===== src/rtl/swm_pkg.sv =====
`default_nettype none

package swm_pkg;

  // Width and reset value of the window_size register.
  localparam int unsigned WsBits = 7;
  localparam logic [WsBits-1:0] WsReset = 7'd3;

  // Control broadcast from the top level to every cell.
  typedef struct packed {
    logic upd;   // an item is accepted in this cycle
    logic full;  // the window already holds window_size samples
  } swm_ctrl_t;

endpackage

`default_nettype wire


===== src/rtl/swm_cell.sv =====
`default_nettype none

module swm_cell
  import swm_pkg::*;
#(
  parameter int unsigned IDX = 0,
  parameter int unsigned SB  = 16,
  parameter int unsigned KW  = 7,
  parameter int unsigned TW  = 6
) (
  input  wire logic                 clk_i,
  input  wire swm_ctrl_t            ctrl_i,
  input  wire logic signed [SB-1:0] sample_i,
  input  wire logic [TW-1:0]        tag_new_i,
  input  wire logic [TW-1:0]        ptr_i,
  input  wire logic [KW-1:0]        fill_i,
  // Left neighbour (lower position).
  input  wire logic signed [SB-1:0] l_value_i,
  input  wire logic [TW-1:0]        l_tag_i,
  input  wire logic                 l_gt_i,
  input  wire logic                 l_be_i,
  // Right neighbour (higher position).
  input  wire logic signed [SB-1:0] r_value_i,
  input  wire logic [TW-1:0]        r_tag_i,
  input  wire logic                 r_gt_i,
  output logic signed [SB-1:0]      value_o,
  output logic [TW-1:0]             tag_o,
  output logic                      gt_o,
  output logic                      be_o
);

  logic signed [SB-1:0] value_q, value_d;
  logic [TW-1:0]        tag_q, tag_d;
  logic                 valid, gt, ev, be;
  logic signed [SB-1:0] lp_v, lm_v;
  logic [TW-1:0]        lp_t, lm_t;
  logic                 lp_g, lm_g;

  // An empty position counts as greater than any sample.
  assign valid = KW'(IDX) < fill_i;
  assign gt    = !valid || (value_q > sample_i);
  assign ev    = ctrl_i.full && valid && (tag_q == ptr_i);
  assign be    = l_be_i | ev;

  // Entry at this position, and at the one below, once the evicted entry is gone.
  assign lp_v = be ? r_value_i : value_q;
  assign lp_t = be ? r_tag_i : tag_q;
  assign lp_g = be ? r_gt_i : gt;
  assign lm_v = l_be_i ? value_q : l_value_i;
  assign lm_t = l_be_i ? tag_q : l_tag_i;
  assign lm_g = l_be_i ? gt : l_gt_i;

  always_comb begin
    value_d = value_q;
    tag_d   = tag_q;
    if (ctrl_i.upd) begin
      priority if (!lp_g) begin
        value_d = lp_v;
        tag_d   = lp_t;
      end else if (!lm_g) begin
        value_d = sample_i;
        tag_d   = tag_new_i;
      end else begin
        value_d = lm_v;
        tag_d   = lm_t;
      end
    end
  end

  always_ff @(posedge clk_i) begin
    value_q <= value_d;
    tag_q   <= tag_d;
  end

  assign value_o = value_q;
  assign tag_o   = tag_q;
  assign gt_o    = gt;
  assign be_o    = be;

endmodule

`default_nettype wire


===== config.mk =====
export PLATFORM = sky130hd
export DESIGN_NAME = swm_cell
export DESIGN_NICKNAME = d
export VERILOG_FILES = /design/src/rtl/swm_pkg.sv /design/src/rtl/swm_cell.sv
export SDC_FILE = /design/constraint.sdc
export NUM_CORES = 1
export LEC_CHECK = 0
export BUFFER_PORTS_ARGS = -buffer_cell sky130_fd_sc_hd__buf_2
export CAP_MARGIN = 5
export CORE_ASPECT_RATIO = 1.1
export CORE_UTILIZATION = 35
export DETAILED_ROUTE_END_ITERATION = 8
export HOLD_SLACK_MARGIN = 0.05
export PLACE_DENSITY = 0.64
export SYNTH_ARGS = -nofsm -noshare
export SYNTH_HDL_FRONTEND = slang
export SYNTH_SLANG_ARGS = --single-unit

===== constraint.sdc =====
create_clock -name clk_i -period 2.5 [get_ports clk_i]
set_clock_uncertainty 0.1 [all_clocks]
set_input_delay 0.25 -clock clk_i [delete_from_list [all_inputs] [get_ports clk_i]]
set_output_delay 0.25 -clock clk_i [all_outputs]
set_load 0.01 [all_outputs]

# Word-level counts from Yosys, hierarchy flattened
# Index checks and enable logic that the tools add are counted.
# Widths: inputs -> output; s select.
[word_totals]
reg_bits = 22
in_bits = 85
[classes]
n_lt_le_gt_ge = 2
n_eq_ne = 2
mux = 10
bitwise = 1
reduce_logical = 6
[op_table]
columns = ["operator", "count"]
rows = [
  ["$mux 16", 4],
  ["$mux 6", 4],
  ["$gt 16x16->1", 1],
  ["$lt 1x7->1 const A", 1],
  ["$eq 6x6->1", 1],
  ["$ne 3x3->1 const B", 1],
  ["$reduce_and 3->1", 1],
  ["$logic_and 1x1->1", 2],
  ["$mux 1", 2],
  ["$reduce_bool 2->1", 1],
  ["$logic_not 1->1", 1],
  ["$logic_or 1x1->1", 1],
  ["$or 1x1->1", 1],
]

# Longest topological paths before layout
[logic_depth]
depth_word = 7
mapped_depth = 10
mapped_depth_nobuf = 8

# Least setup slack after synthesis
# No wires, ideal clock.
[synth_path]
path_type = "register -> register"
startpoint = "register value_q[15] (netlist: value_o[15])"
endpoint = "register tag_q[0] (netlist: tag_o[0]), enable pin"
setup_time_ns = 0.377
arrival_time_ns = 2.388
t_required_ns = 2.023
path_slack_ns = -0.365
path_stages_with_launch = 9
n_path_buf = 2
period_less_slack_ns = 2.865
path_cell_list = "edfxtp_1 > ha_1 > nand4_2 > or3_1 > a21oi_2 > o31a_2 > buf_6 > buf_6 > o211a_1"
[synth_between]
elab_chain_cells = 5
[synth_rtl]
columns = ["element", "line", "rtl"]
rows = [
  ["start: declaration", "swm_cell.sv:32", "logic signed [SB-1:0] value_q, value_d;"],
  ["start signal: assignment", "swm_cell.sv:71", "value_q <= value_d;"],
  ["$gt 16x16->1 (*)", "swm_cell.sv:41", "assign gt = !valid || (value_q > sample_i);"],
  ["$logic_or 1x1->1 (*)", "swm_cell.sv:41", ""],
  ["via gt_o", "swm_cell.sv:28", "output logic gt_o,"],
  ["$mux 1 (on tied branches)", "swm_cell.sv:48, swm_cell.sv:51", ""],
  ["$ne 3x3->1 (no source line) / $reduce_bool 2->1 (equally long branches)", "--", ""],
  ["$reduce_and 3->1 (no source line) (*)", "--", ""],
  ["end signal: assignment", "swm_cell.sv:72", "tag_q <= tag_d;"],
  ["end: declaration", "swm_cell.sv:33", "logic [TW-1:0] tag_q, tag_d;"],
]
# Mark *: on every way through the listed nets, which the timed path passes. The rest lies on a longest branch.
# A chain may end at the register's enable or synchronous reset.

# Worst setup path after layout
[layout_path]
startpoint = "register value_q[9] (netlist: value_o[9])"
endpoint = "output gt_o"
[layout_between]
elab_chain_cells = 2
[layout_rtl]
columns = ["element", "line"]
rows = [
  ["$gt 16x16->1", "swm_cell.sv:41"],
  ["$logic_or 1x1->1", "swm_cell.sv:41"],
  ["end: declaration", "swm_cell.sv:28"],
]
# No other way between the ends.

==> flow_summary.ini <==
[logic_synthesis]
synth_area_leader_cell = edfxtp_1
post_synth_and_or_nand_nor_area_fraction_pct = 13.80
synth-seq-area-share_pct = 32.53
syn-num-nets = 306
synth.area.mux_share_pct = 0
ys_ff_latch = 22
syn-cell-area_sq_mm = 0.002031
synth_top_family_by_area = compound AO/OA/AOI/OAI gates
synthAdderAreaFrac_pct = 9.858
synthXorXnorAreaFrac_pct = 2.588
synth_top_area_share_pct = 32.53
syn-instance-count = 205
avgSynthCellArea_sq_um = 9.906
ys_types = 40
yosys_warnings = 0
synth.top_cells.by_area = edfxtp_1 33%, ha_1 9.9%, a211oi_1 8.1%
synth_compound_area_share_pct = 31.48

[outcome]
outcome = finished with violations
violations = negative setup slack

[die]
core_area_sq_mm = 0.005500
pin_count = 109
die_area_sq_mm = 0.006111
rows = 28
die_h_um = 81.89
die_x_um = 74.63
start_util_pct = 36.92

[power_and_ir_drop]
switchingPower_uw = 528.1
p_sw_share_pct = 35.42
powerDensity_mw_per_mm2 = 490.4
p_leak_nw = 1.265
ir_drop_mv = 0.2311
internal-power_uw = 962.9
power_frac_seq_pct = 34.8
combPwrFrac_pct = 49.8
clockPowerShare_pct = 15.4

[grt]
grt.total_usage_pct = 19.70
overflow = 0
grt_max_degree = 23
antenna_found_initial = 0
grt_first_pass_wirelength_mm = 9.045
grt_pass1_vias = 1865

[layout]
num-fill-cells = 514
final_nets = 428
instances_no_fill = 400
drive_above_1_share_pct = 55.69
antenna_cells = 0
area_delta_synth_final_pct = 49.72
final_util_pct = 55.28
multiInputGateArea_sq_mm = 0.001381
seqCellArea_sq_um = 660.6

[flow_run]
cap_violations = 0

[clock_network]
clock_sinks = 22
cts_hold_buf = 0
clk_latency_ps = 260
cts.htree.levels = 1
root_buffer = clkbuf_8
cts.clk_slew.worst_paths_ps = 90
cts_buffer_depth = 2
cts_tree = yes
cts_inserted_buffers = 3

[critical_path]
cp_slowest_cell = or3_4
crit_fanout = 6
cp.required_ps = 2150
crit_chain = ha_4, nand4_1, or3_4, a21oi_4, o31a_4, buf_6, buf_6
cpPeakStageDelay_ps = 460
end_kind = output port
cp.arrival_ps = 2250
crit_top_cell = buf_6
reg2reg_depth = 9
start_kind = flop
worstSetupPathType = flop to output port

[drt]
ant_nets = 0
drc_errors = 0
routedWlPerCell_um = 14.94
first_pass_iters = 4
totalWireLength_mm = 5.976
num_vias = 2106
avgViaCountPerCell = 5.265
drt-initial-drc-count = 80

[place]
dp_slack_ps = -59.33
dp_hpwl_mm = 4.601
dp.cells = 388
gp_congestion = 0.7487
port_buffers = 108

[timing]
finalSetupViolCount = 45
hold_viol = 0
rsz0062_at_grt = true
worstMarginPinSlew_ps = 513.7
fin_crit_ps = 2599
layout_setup_ws_ps = -98.65
whs_ps = 226.6
clock.fmax_mhz = 384.8
slew_headroom_pct = 65.60
finalMaxSlewViolations = 0
period_share_pct = 103.9

[min_path]
hold_path_depth = 3
hold_path_class = input port to flop
[timing repair]
item	in CTS	in global routing
gates resized for setup	14	11
hold endpoints to repair	0	0
pin swaps	7	4
setup endpoints to repair	31	45
setup buffers	8	1
[path summary, 6_finish.rpt]
path | startpoint | endpoint | slack, ps
worst max-delay path | value_o[9] | gt_o | -100
worst min-delay path | r_tag_i[0] | tag_o[0] | 230
worst max register to register | value_o[9] | value_o[10] | -100
worst min register to register | value_o[14] | tag_o[0] | 1160
[registers in the layout, summed over array words and instances (netlist names)]
register and flops:
tag_o 6, value_o 16
[critical path: cells and delay by family (launching register included)]
kind / cells / cell delay [ps]
AO/OA/AOI/OAI: 2 / 380
buffers and inverters: 2 / 240
adder cells (fa/ha/maj): 1 / 300
AND/OR/NAND/NOR: 2 / 640
flip-flops: 1 / 430
[metrics by stage]
step	power [mW]	setup TNS (ps)	instance area, sq um
2_1_floorplan	0.9361	-109.0	2081
3_3_place_gp	1.158	-379.5	2760
3_5_place_dp	1.168	-1083	2760
4_1_cts	1.457	-206.0	2958
5_1_grt	1.581	-6851	3040
6_report	1.491	-2912	3040
[cells in the mapped netlist]
master     number
buf_6           7
nand2_1         2
o311ai_1        1
nand4_1         3
o211ai_2        1
inv_1          18
clkbuf_1        3
nor2_1          2
xnor2_1         3
nand3_1         1
a21oi_2         1
o31a_2          1
o311a_4         1
buf_8           1
and4_1          1
o21ai_1        15
nor2b_1         3
a21o_4          1
nand2_2         1
o2111ai_1       1
nor4_1          1
o2bb2ai_1       1
or3_1          16
edfxtp_1       22
and2b_2         1
o21a_1          1
nor3_2          1
buf_2           5
a31oi_1        12
ha_1           16
o21ai_0         9
a31oi_2        11
o211a_1         1
a211oi_1       22
nand3b_1        7
nor4_2          1
nand4_2         1
nor3_1          1
xor2_1          3
a21oi_1         6
[layer usage]
layer  vias to the layer above  share of wire, %  GRT usage, %
li1                       1042                 -             -
met1                       969                43         24.98
met2                        91                50         34.77
met3                         4               5.5         1.963
met4                         0               1.2         6.226
met5                         -                 0             0
[layout by cell type (no fill, tap or decap), types with 2 or more instances in the layout]
| cell type | n |
|---|---|
| a211oi_1 | 19 |
| a211oi_2 | 3 |
| a21oi_1 | 5 |
| a31oi_1 | 11 |
| a31oi_2 | 12 |
| buf_12 | 4 |
| buf_2 | 107 |
| buf_4 | 18 |
| buf_6 | 4 |
| clkbuf_8 | 3 |
| edfxtp_1 | 22 |
| ha_1 | 9 |
| ha_4 | 7 |
| inv_1 | 18 |
| nand2_1 | 2 |
| nand3b_1 | 7 |
| nand4_1 | 3 |
| nor2_1 | 2 |
| nor2b_2 | 2 |
| nor4_2 | 2 |
| o21ai_0 | 9 |
| o21ai_1 | 14 |
| or3_1 | 13 |
| or3_4 | 3 |
| xnor2_1 | 3 |
| xor2_1 | 3 |
[power by group through the flow]
stage | Clock (mW) | Sequential (mW) | Combinational (mW)
6_report | 0.230 | 0.518 | 0.743
5_1_grt | 0.250 | 0.524 | 0.808
4_1_cts | 0.226 | 0.517 | 0.714
3_5_place_dp | 0 | 0.525 | 0.643
3_3_place_gp | 0 | 0.523 | 0.635
2_1_floorplan | 0 | 0.546 | 0.390
[cell type report]
class                      count  area share [%]
tap                           75           3.086
clock buffer                   3           1.358
multi-input combinational    149           45.43
timing repair buffer         133           26.17
sequential                    22           21.73
inverter                      18           2.222
[cells by family (layout without fill, tap and decap cells)]
group / after synthesis / after routing
flops: 22 / 22
compound gates: 85 / 85
buf+inv: 34 / 154
simple gates: 42 / 42
fa+ha+maj: 16 / 16
xor+xnor: 6 / 6
Power figures use the tool's default switching activity.
